### src/sv/spt_pkg.sv
// Shared types and constants of the socket port table.
package spt_pkg;

  localparam int OP_W   = 3;
  localparam int KIND_W = 2;
  localparam int SLOT_W = 6;
  localparam int PORT_W = 16;

  // Operation codes
  localparam logic [OP_W-1:0] OP_ALLOCATE = 3'd0;
  localparam logic [OP_W-1:0] OP_BIND     = 3'd1;
  localparam logic [OP_W-1:0] OP_FREE     = 3'd2;
  localparam logic [OP_W-1:0] OP_CHECK    = 3'd3;
  localparam logic [OP_W-1:0] OP_CLOSE    = 3'd4;

  // The only socket kind that allocate serves
  localparam logic [KIND_W-1:0] SERVED_KIND = 2'd2;

  typedef enum logic [1:0] {
    ST_CLEAR,
    ST_IDLE,
    ST_SCAN,
    ST_DONE
  } state_t;

endpackage

### src/sv/spt_ram.sv
// Generic single-write, single-read RAM with registered read data.
module spt_ram #(
  parameter int WIDTH = 17,
  parameter int DEPTH = 64
) (
  input  logic                     clk,
  input  logic                     wr_en,
  input  logic [$clog2(DEPTH)-1:0] wr_addr,
  input  logic [WIDTH-1:0]         wr_data,
  input  logic [$clog2(DEPTH)-1:0] rd_addr,
  output logic [WIDTH-1:0]         rd_data
);

  logic [WIDTH-1:0] mem [DEPTH];

  // Write port, and registered read port
  always_ff @(posedge clk) begin
    if (wr_en) begin
      mem[wr_addr] <= wr_data;
    end
    rd_data <= mem[rd_addr];
  end

endmodule

### src/sv/socket_port_table.sv
// Socket port table: slot allocator and port lookup over a scanned RAM.
//
// One input beat carries an operation (allocate, bind, free, check, close)
// with its kind, slot and port; exactly one result beat follows, carrying
// granted_slot and port_open. Both channels use valid/ready, and the block
// takes one operation at a time: in_ready is high only while it is idle.
// Each slot's in-use flag and port sit together in one RAM word, and a
// single comparator walks the slots one per cycle through the registered
// read port, writing back where an entry changes.
// Bind and free read and rewrite only the named slot; allocate walks up from
// slot 1 to the first free slot; check walks until a hit or the last slot;
// close walks every slot from slot 1. Rejected or unknown codes go straight
// to the result beat without a walk. The next input beat is taken only after
// the result beat. After reset a clearing pass zeroes every entry, and
// in_ready stays low meanwhile. A result held by a stalled receiver keeps
// its value and the block takes no new beat until it is taken.
module socket_port_table #(
  parameter int SLOT_COUNT = 64
) (
  input  logic                       clk,
  input  logic                       rst_n,
  input  logic                       in_valid,
  output logic                       in_ready,
  input  logic [spt_pkg::OP_W-1:0]   in_operation,
  input  logic [spt_pkg::KIND_W-1:0] in_socket_kind,
  input  logic [spt_pkg::SLOT_W-1:0] in_slot,
  input  logic [spt_pkg::PORT_W-1:0] in_port,
  output logic                       out_valid,
  input  logic                       out_ready,
  output logic [spt_pkg::SLOT_W-1:0] out_granted_slot,
  output logic                       out_port_open
);

  localparam int AW = $clog2(SLOT_COUNT);
  localparam int WW = spt_pkg::PORT_W + 1;
  localparam logic [AW-1:0] LAST_ADDR = AW'(SLOT_COUNT - 1);
  localparam logic [AW-1:0] FIRST_ADDR = AW'(1);

  spt_pkg::state_t state_r, state_nxt;

  logic [spt_pkg::OP_W-1:0]   op_r, op_nxt;
  logic [spt_pkg::PORT_W-1:0] port_r, port_nxt;
  logic [AW-1:0]              addr_r, addr_nxt;
  logic [AW-1:0]              last_r, last_nxt;
  logic [AW-1:0]              eval_addr_r, eval_addr_nxt;
  logic [AW-1:0]              grant_r, grant_nxt;
  logic                       issue_r, issue_nxt;
  logic                       eval_vld_r, eval_vld_nxt;
  logic                       open_r, open_nxt;

  logic                       in_beat;
  logic                       idx_ok;
  logic                       go_scan;
  logic                       finish;
  logic                       stop_hit;
  logic                       hit;
  logic                       ent_used;
  logic [spt_pkg::PORT_W-1:0] ent_port;

  logic          wr_en;
  logic [AW-1:0] wr_addr;
  logic [WW-1:0] wr_data;
  logic [WW-1:0] rd_data;

  spt_ram #(
    .WIDTH (WW),
    .DEPTH (SLOT_COUNT)
  ) u_ram (
    .clk     (clk),
    .wr_en   (wr_en),
    .wr_addr (wr_addr),
    .wr_data (wr_data),
    .rd_addr (addr_r),
    .rd_data (rd_data)
  );

  assign in_ready         = (state_r == spt_pkg::ST_IDLE);
  assign out_valid        = (state_r == spt_pkg::ST_DONE);
  assign out_granted_slot = spt_pkg::SLOT_W'(grant_r);
  assign out_port_open    = open_r;
  assign in_beat          = in_valid && in_ready;

  assign ent_used = rd_data[WW-1];
  assign ent_port = rd_data[spt_pkg::PORT_W-1:0];
  assign hit      = ent_used && (ent_port == port_r);

  // Decode whether the new beat needs a walk over the table
  always_comb begin
    idx_ok = (in_slot != '0) && (32'(in_slot) < SLOT_COUNT);
    case (in_operation)
      spt_pkg::OP_ALLOCATE: go_scan = (in_socket_kind == spt_pkg::SERVED_KIND);
      spt_pkg::OP_BIND,
      spt_pkg::OP_FREE:     go_scan = idx_ok;
      spt_pkg::OP_CHECK,
      spt_pkg::OP_CLOSE:    go_scan = 1'b1;
      default:              go_scan = 1'b0;
    endcase
  end

  // Judge the entry read back and decide on write-back; zero entries while clearing
  always_comb begin
    stop_hit = 1'b0;
    wr_en    = 1'b0;
    wr_addr  = eval_addr_r;
    wr_data  = rd_data;
    if (state_r == spt_pkg::ST_CLEAR) begin
      wr_en   = 1'b1;
      wr_addr = addr_r;
      wr_data = '0;
    end else if (state_r == spt_pkg::ST_SCAN && eval_vld_r) begin
      case (op_r)
        spt_pkg::OP_ALLOCATE: begin
          if (!ent_used) begin
            stop_hit = 1'b1;
            wr_en    = 1'b1;
            wr_data  = {1'b1, spt_pkg::PORT_W'(eval_addr_r)};
          end
        end
        spt_pkg::OP_BIND: begin
          stop_hit = 1'b1;
          wr_en    = 1'b1;
          wr_data  = {ent_used, port_r};
        end
        spt_pkg::OP_FREE: begin
          stop_hit = 1'b1;
          wr_en    = 1'b1;
          wr_data  = {1'b0, ent_port};
        end
        spt_pkg::OP_CHECK: begin
          stop_hit = hit;
        end
        spt_pkg::OP_CLOSE: begin
          if (hit) begin
            wr_en   = 1'b1;
            wr_data = {1'b0, ent_port};
          end
        end
        default: begin
          stop_hit = 1'b1;
        end
      endcase
    end
    finish = (state_r == spt_pkg::ST_SCAN) && eval_vld_r &&
             (stop_hit || (eval_addr_r == last_r));
  end

  // Next state
  always_comb begin
    state_nxt = state_r;
    case (state_r)
      spt_pkg::ST_CLEAR: begin
        if (addr_r == LAST_ADDR) state_nxt = spt_pkg::ST_IDLE;
      end
      spt_pkg::ST_IDLE: begin
        if (in_beat) state_nxt = go_scan ? spt_pkg::ST_SCAN : spt_pkg::ST_DONE;
      end
      spt_pkg::ST_SCAN: begin
        if (finish) state_nxt = spt_pkg::ST_DONE;
      end
      spt_pkg::ST_DONE: begin
        if (out_ready) state_nxt = spt_pkg::ST_IDLE;
      end
      default: state_nxt = spt_pkg::ST_IDLE;
    endcase
  end

  // Sequencer datapath: address walk, pipeline of the read, results
  always_comb begin
    op_nxt        = op_r;
    port_nxt      = port_r;
    addr_nxt      = addr_r;
    last_nxt      = last_r;
    eval_addr_nxt = eval_addr_r;
    grant_nxt     = grant_r;
    issue_nxt     = issue_r;
    eval_vld_nxt  = 1'b0;
    open_nxt      = open_r;
    case (state_r)
      spt_pkg::ST_CLEAR: begin
        if (addr_r != LAST_ADDR) addr_nxt = addr_r + AW'(1);
      end
      spt_pkg::ST_IDLE: begin
        if (in_beat) begin
          op_nxt    = in_operation;
          port_nxt  = in_port;
          grant_nxt = '0;
          open_nxt  = 1'b0;
          issue_nxt = go_scan;
          if (in_operation == spt_pkg::OP_BIND || in_operation == spt_pkg::OP_FREE) begin
            addr_nxt = AW'(in_slot);
            last_nxt = AW'(in_slot);
          end else begin
            addr_nxt = FIRST_ADDR;
            last_nxt = LAST_ADDR;
          end
        end
      end
      spt_pkg::ST_SCAN: begin
        // Issue the next read while the previous entry is judged
        if (issue_r && !finish) begin
          eval_vld_nxt  = 1'b1;
          eval_addr_nxt = addr_r;
          if (addr_r == last_r) begin
            issue_nxt = 1'b0;
          end else begin
            addr_nxt = addr_r + AW'(1);
          end
        end
        if (finish) begin
          issue_nxt = 1'b0;
          if (op_r == spt_pkg::OP_ALLOCATE && stop_hit) grant_nxt = eval_addr_r;
          if (op_r == spt_pkg::OP_CHECK && stop_hit) open_nxt = 1'b1;
        end
      end
      default: begin
      end
    endcase
  end

  // Registers
  always_ff @(posedge clk) begin
    if (!rst_n) begin
      state_r    <= spt_pkg::ST_CLEAR;
      addr_r     <= '0;
      issue_r    <= 1'b0;
      eval_vld_r <= 1'b0;
    end else begin
      state_r    <= state_nxt;
      addr_r     <= addr_nxt;
      issue_r    <= issue_nxt;
      eval_vld_r <= eval_vld_nxt;
    end
    op_r        <= op_nxt;
    port_r      <= port_nxt;
    last_r      <= last_nxt;
    eval_addr_r <= eval_addr_nxt;
    grant_r     <= grant_nxt;
    open_r      <= open_nxt;
  end

endmodule

### config.mk
export PLATFORM = sky130hd
export DESIGN_NAME = socket_port_table
export DESIGN_NICKNAME = d
export VERILOG_FILES = /design/src/sv/spt_pkg.sv /design/src/sv/spt_ram.sv /design/src/sv/socket_port_table.sv
export SDC_FILE = /design/constraint.sdc
export NUM_CORES = 1
export LEC_CHECK = 0
export BUFFER_PORTS_ARGS = -buffer_cell sky130_fd_sc_hd__buf_2
export CAP_MARGIN = 10
export CORE_MARGIN = 1
export CORE_UTILIZATION = 35
export CTS_CLUSTER_SIZE = 40
export DETAILED_ROUTE_END_ITERATION = 6
export PLACE_DENSITY = 0.51
export SKIP_CTS_REPAIR_TIMING = 1
export SYNTH_ARGS = -nofsm -noshare
export SYNTH_HDL_FRONTEND = slang
export SYNTH_SLANG_ARGS = --single-unit
### constraint.sdc
create_clock -name clk -period 13.5 [get_ports clk]
set_input_delay 1.35 -clock clk [delete_from_list [all_inputs] [get_ports clk]]
set_output_delay 1.35 -clock clk [all_outputs]
set_load 0.03 [all_outputs]
======== After elaboration in Yosys (flattened, before gate mapping) ========
Memories as Yosys holds them, arrays and structs flattened. A register that Yosys moved wholly into a read port is not among the register bits.
Cells that the tools add are included.
cells by class
  multiplexer cells ....................... 43
  bitwise operators ....................... 0
  add/subtract/negate cells ............... 1
  divide/modulo/power cells ............... 0
  eq/ne operators ......................... 28
  magnitude comparators ................... 0
  shift-type cells ........................ 0
  reductions and logical operators ........ 27
  $mul .................................... 0
operators with widths
  kind                                                    count
  case mux 17 bit (4 select lines)                        1
  2-to-1 mux 6 bit                                        9
  2-to-1 mux 17 bit                                       3
  case mux 6 bit (3 select lines)                         1
  2-to-1 mux 1 bit                                        17
  equality test 16 bit                                    1
  2-to-1 mux 16 bit                                       1
  AND reduction 4 bit                                     4
  inequality test 2 x 1 -> 1 bit (second input constant)  7
  equality test 3 x 2 -> 1 bit (second input constant)    4
  equality test 6 bit                                     2
  case mux 6 bit (2 select lines)                         1
  case mux 1 bit (3 select lines)                         3
  2-to-1 mux 2 bit                                        4
  case mux 2 bit (4 select lines)                         1
  logical AND 1 bit                                       7
  adder 6 x 1 -> 6 bit (second input constant)            1
  equality test 2 bit (second input constant)             3
  equality test 3 x 1 -> 1 bit (second input constant)    2
  equality test 3 bit (second input constant)             2
  equality test 6 bit (second input constant)             1
  logical NOT 3 bit                                       2
  inequality test 3 x 2 -> 1 bit (second input constant)  2
  inequality test 6 bit (second input constant)           1
  other kinds (12)                                        19
storage, ports and cells
  input bits .............................. 31
  bits in latches ......................... 0
  memory bits (writable) .................. 1088
  ROM bits ................................ 0
  memories kept ........................... 1
  output and inout port bits .............. 9
  word-level logic and storage cells ...... 110
  register bits ........................... 48
memories
  memory     words  bits a word  read ports  clocked after Yosys merged registers in  write ports  line           RTL
  u_ram.mem  64     17           1           1                                        1            spt_ram.sv:14  logic [WIDTH-1:0] mem [DEPTH];

======== Depth between registers and ports, before layout ========
  depth in word-level cells ............... 12
  mapped depth ............................ 10
  depth with buffers taken out ............ 8

======== By module ========
From an unflattened synthesis, not the netlist that was laid out.
second synthesis, totals
  cell total of the unflattened synthesis .. 2262
  area total of the unflattened synthesis .. 45394.8 um^2
by module, submodules not included
  module             instances  area an instance (um^2)  cells each
  spt_ram            1          42344.4                  1953
  socket_port_table  1          3050.4                   309

======== Least setup slack after synthesis ========
No wires, ideal clock.
  path kind ............................... reg2reg
  from .................................... register state_r[0]
  to ...................................... memory u_ram.mem[0][0] (data pin)
  data arrival time ....................... 6.945 ns
  path buffers ............................ 1
  required time ........................... 12.214 ns
  cell stages (with the launch flop) ...... 8
  path slack .............................. 5.269 ns
  path through ............................ dfxtp_1 -> inv_1 -> ha_1 -> nand2_1 -> nor3_1 -> clkbuf_1 -> nor2_1 -> a2111oi_0
between the ends
  word-level cells in the longest chain between the ends .. 4
  elaborated cells between the ends (all ways) .. 5
  those cells by class .................... 1 x eq/ne; 2 x mux; 2 x reduce/logical
ends and longest elaborated chain
  item                    line                      RTL
  from (decl)             socket_port_table.sv:39   spt_pkg::state_t state_r, state_nxt;
  from (signal assigned)  socket_port_table.sv:223  state_r <= spt_pkg::ST_CLEAR;
  from (signal assigned)  socket_port_table.sv:228  state_r <= state_nxt;
  equality test 2 bit     socket_port_table.sv:110  end else if (state_r == spt_pkg::ST_SCAN && eval_vld_r) begin
  logical AND 1 bit       socket_port_table.sv:110
  2-to-1 mux 17 bit       socket_port_table.sv:110
  2-to-1 mux 17 bit *     socket_port_table.sv:106  if (state_r == spt_pkg::ST_CLEAR) begin
  via u_ram.wr_data[0]    spt_ram.sv:9              input logic [WIDTH-1:0] wr_data,
  to (decl)               spt_ram.sv:14
The timed path passes the listed nets; every way through them passes the cells marked *.

==> flow_summary.toml <==
[status]
status = "finished, final reports clean"

[power_and_ir_drop]
leakagePower_nw = 16.2
pwr-share-seq = 0.526
comb_power_share = 0.040
power_density_nw_per_um2 = 145
switching_power_w = 0.00158
switching_share = 0.211
power_frac_clock = 0.434
p_int_w = 0.00591
ir_worst_vdd_uv = 103

[global_routing]
first_global_vias = 22100
antenna_found_initial = 2
grt.overflow.total = 0
grt_pass1_wl_mm = 166
grt_max_degree = 120
grtUsageTotal = 0.179

[floorplanning]
die-width_um = 360
die_h_um = 360
io_pins = 40
die_area_um2 = 130000
rows = 131
core_um2 = 127000
start_util = 0.353

[finish]
final_area_um2 = 51600
mostFrequentLayoutCells = "edfxtp_1, mux4_2, clkbuf_16, buf_4, nand2_1"
multi_input_area_um2 = 10300
area_delta_synth_final_pct = 14.8
nets = 2233
seq_area_um2 = 34400
final_common_cell = "edfxtp_1"
drive_above_1_share = 0.306
final_cells = 3961
fill_cells = 11000

[yosys]
yosys.area_share.simple = 0.0275
synthMuxAreaShare = 0.166
netlist_area_um2 = 44900
synth.avg_cell_area_um2 = 21.8
ys_types = 58
synthFlopType = "edfxtp_1"
synth_top_family_by_area = "multiplexers"
synth_edf_count = 1126
synth_seq_area_share = 0.765
syn_nets = 2092
postSynthCellCount = 2056
synthAdderAreaFrac = 0.00139
ys_ff_latch = 1153
synth-xor-area-share = 0.00605
async_flop_share = 0
synth_compound_area_frac = 0.0201
synth.yosys.warnings = 0

[clock_network]
htreeDepth = 3
cts_buffers = 116
tritoncts = "built"
clock-sinks = 1153
clkLatencyLatePin_ps = 710
cts_max_path_buffers = 3
cts.clk_slew.worst_paths_ps = 60
clock-root-buffer = "clkbuf_16"

[placed_design]
dpl.hpwl_mm = 65.9
place_inst = 3741
placed_area_um2 = 47700
gp_congestion = 0.790
io_buffers = 39

[worst_setup_path]
rr_startpoint = "addr_r[0]"
crit_path_start_kind = "flip-flop"
cp_max_fo = 42
endpoint_kind = "flip-flop"
worstSetupStartpoint = "addr_r[0]"
timing.rr.end = "u_ram.rd_data[11]"
required_ps = 14070
r2r_cells = 6
worstSetupPathType = "flip-flop to flip-flop"
cp-endpoint = "u_ram.rd_data[11]"
regToRegSetupSlack_ps = 9130
worstPathArrival_ps = 4930

[timing]
hold_ws_ps = 504
finClkSkew_ps = 25.2
rsz0062_at_grt = "false"
drv_slew = 0
fmax_ghz = 0.229
period_needed_ps = 4370
setup_violations = 0
worst_pin_slew_ps = 1070
hold_viol = 0
max_slew_margin = 0.284
finalCritPeriodShare = 0.323
final.setup.tns_ps = 0

[routing]
route.detailed.wl_per_inst_um = 29.4
vias_per_cell = 5.47
antenna_left = 0
drc = 0
vias = 21700
totalWireLength_mm = 117
dr.pass1.iters = 6
drtIter0Drc = 2377

[run]
drv_cap = 0

[worst_hold_path]
hold_path.class = "flip-flop to flip-flop"
## through the flow
| stage | setup slack (ps) | utilization | power (W) |
|---|---|---|---|
| 3_3_place_gp | 8960 | 0.375 | 0.00432 |
| 3_5_place_dp | 8900 | 0.375 | 0.00432 |
| 4_1_cts | 8890 | 0.405 | 0.00756 |
| 6_report | 9130 | 0.405 | 0.00749 |
| 2_1_floorplan | 5270 | - | 0.00420 |
| 5_1_grt | 8760 | 0.405 | 0.00770 |
## power by group through the flow
stage / clock network (W) / logic (W) / registers, W
6_report: 0.00325 / 0.000301 / 0.00394
5_1_grt: 0.00344 / 0.000319 / 0.00394
4_1_cts: 0.00331 / 0.000308 / 0.00394
3_5_place_dp: 0 / 0.000307 / 0.00402
3_3_place_gp: 0 / 0.000306 / 0.00402
2_1_floorplan: 0 / 0.000214 / 0.00398
## state kept, by name, summed over array words and instances (netlist names)
signal	count
port_r	16
issue_r	1
out_granted_slot	6
out_port_open	1
state_r	2
eval_addr_r	6
u_ram.rd_data	17
last_r	6
op_r	3
addr_r	6
eval_vld_r	1
u_ram.mem	1088
## metal layers
metal	vias to the layer above	share of wire	track usage	wire length, um
li1	8938	-	-	-
met1	11900	0.43	0.248	50300
met2	755	0.49	0.297	57400
met3	122	0.056	0.0249	6550
met4	0	0.020	0.0473	2280
met5	-	0	0	0
## kinds of logic after synthesis
group | Yosys count
buf+inv | 126
mux | 335
flops | 1153
compound gates | 124
simple gates | 282
xor+xnor | 31
fa+ha+maj | 5
## synth_stat cells, types with 2 or more instances
| library cell | number | share of area |
|---|---|---|
| dfxtp_1 | 27 | 0.012 |
| o22a_1 | 2 | 0.00039 |
| xnor2_1 | 22 | 0.0043 |
| o22ai_1 | 3 | 0.00042 |
| a2111oi_0 | 5 | 0.00098 |
| a22o_1 | 2 | 0.00039 |
| mux2i_1 | 5 | 0.0011 |
| or3_1 | 8 | 0.0011 |
| buf_6 | 9 | 0.0023 |
| a21oi_1 | 16 | 0.0018 |
| nand2b_1 | 5 | 0.00070 |
| nor3_1 | 14 | 0.0016 |
| nor2_1 | 125 | 0.010 |
| inv_1 | 15 | 0.0013 |
| and3_1 | 6 | 0.00084 |
| o21ai_0 | 4 | 0.00045 |
| mux4_2 | 329 | 0.16 |
| buf_4 | 13 | 0.0022 |
| a2bb2oi_1 | 8 | 0.0016 |
| nor4_1 | 3 | 0.00042 |
| clkbuf_1 | 56 | 0.0047 |
| a211oi_1 | 8 | 0.0013 |
| a22oi_1 | 42 | 0.0070 |
| buf_1 | 13 | 0.0011 |
| edfxtp_1 | 1126 | 0.75 |
| o21ai_1 | 2 | 0.00022 |
| a31oi_1 | 15 | 0.0021 |
| a221oi_1 | 2 | 0.00039 |
| ha_1 | 5 | 0.0014 |
| nor2b_1 | 9 | 0.0013 |
| xor2_1 | 9 | 0.0018 |
| a32o_1 | 3 | 0.00067 |
| nand4_1 | 5 | 0.00070 |
| nand3_1 | 8 | 0.00089 |
| and2_1 | 9 | 0.0013 |
| buf_2 | 19 | 0.0021 |
| nand3b_1 | 2 | 0.00033 |
| nand2_1 | 82 | 0.0069 |
## critical path: stages, from the launching register on
cell,delay [ps]
dfxtp_4,920
buf_4,790
buf_4,730
mux4_2,590
mux4_2,500
a22oi_1,500
nand2_1,100
## layout make-up
cell class / instances / area share
Tap cell: 1662 / 0.0403
Sequential cell: 1153 / 0.666
Antenna cell: 2 / 0.0000970
Timing Repair Buffer: 133 / 0.0183
Multi-Input combinational cell: 777 / 0.199
Clock buffer: 146 / 0.0597
Inverter: 16 / 0.00121
Clock inverter: 72 / 0.0147
## worst min-delay path by stage
stage / startpoint / endpoint / slack (ps) / cells past startpoint
after global placement: state_r[1] / state_r[1] / 480 / 2
after CTS: issue_r / issue_r / 510 / 2
after floorplan: addr_r[3] / eval_addr_r[3] / 430 / 0
after global routing: state_r[1] / state_r[1] / 530 / 2
after detailed placement: issue_r / issue_r / 500 / 2
final: state_r[1] / state_r[1] / 500 / 2
Power figures use the tool's default switching activity.
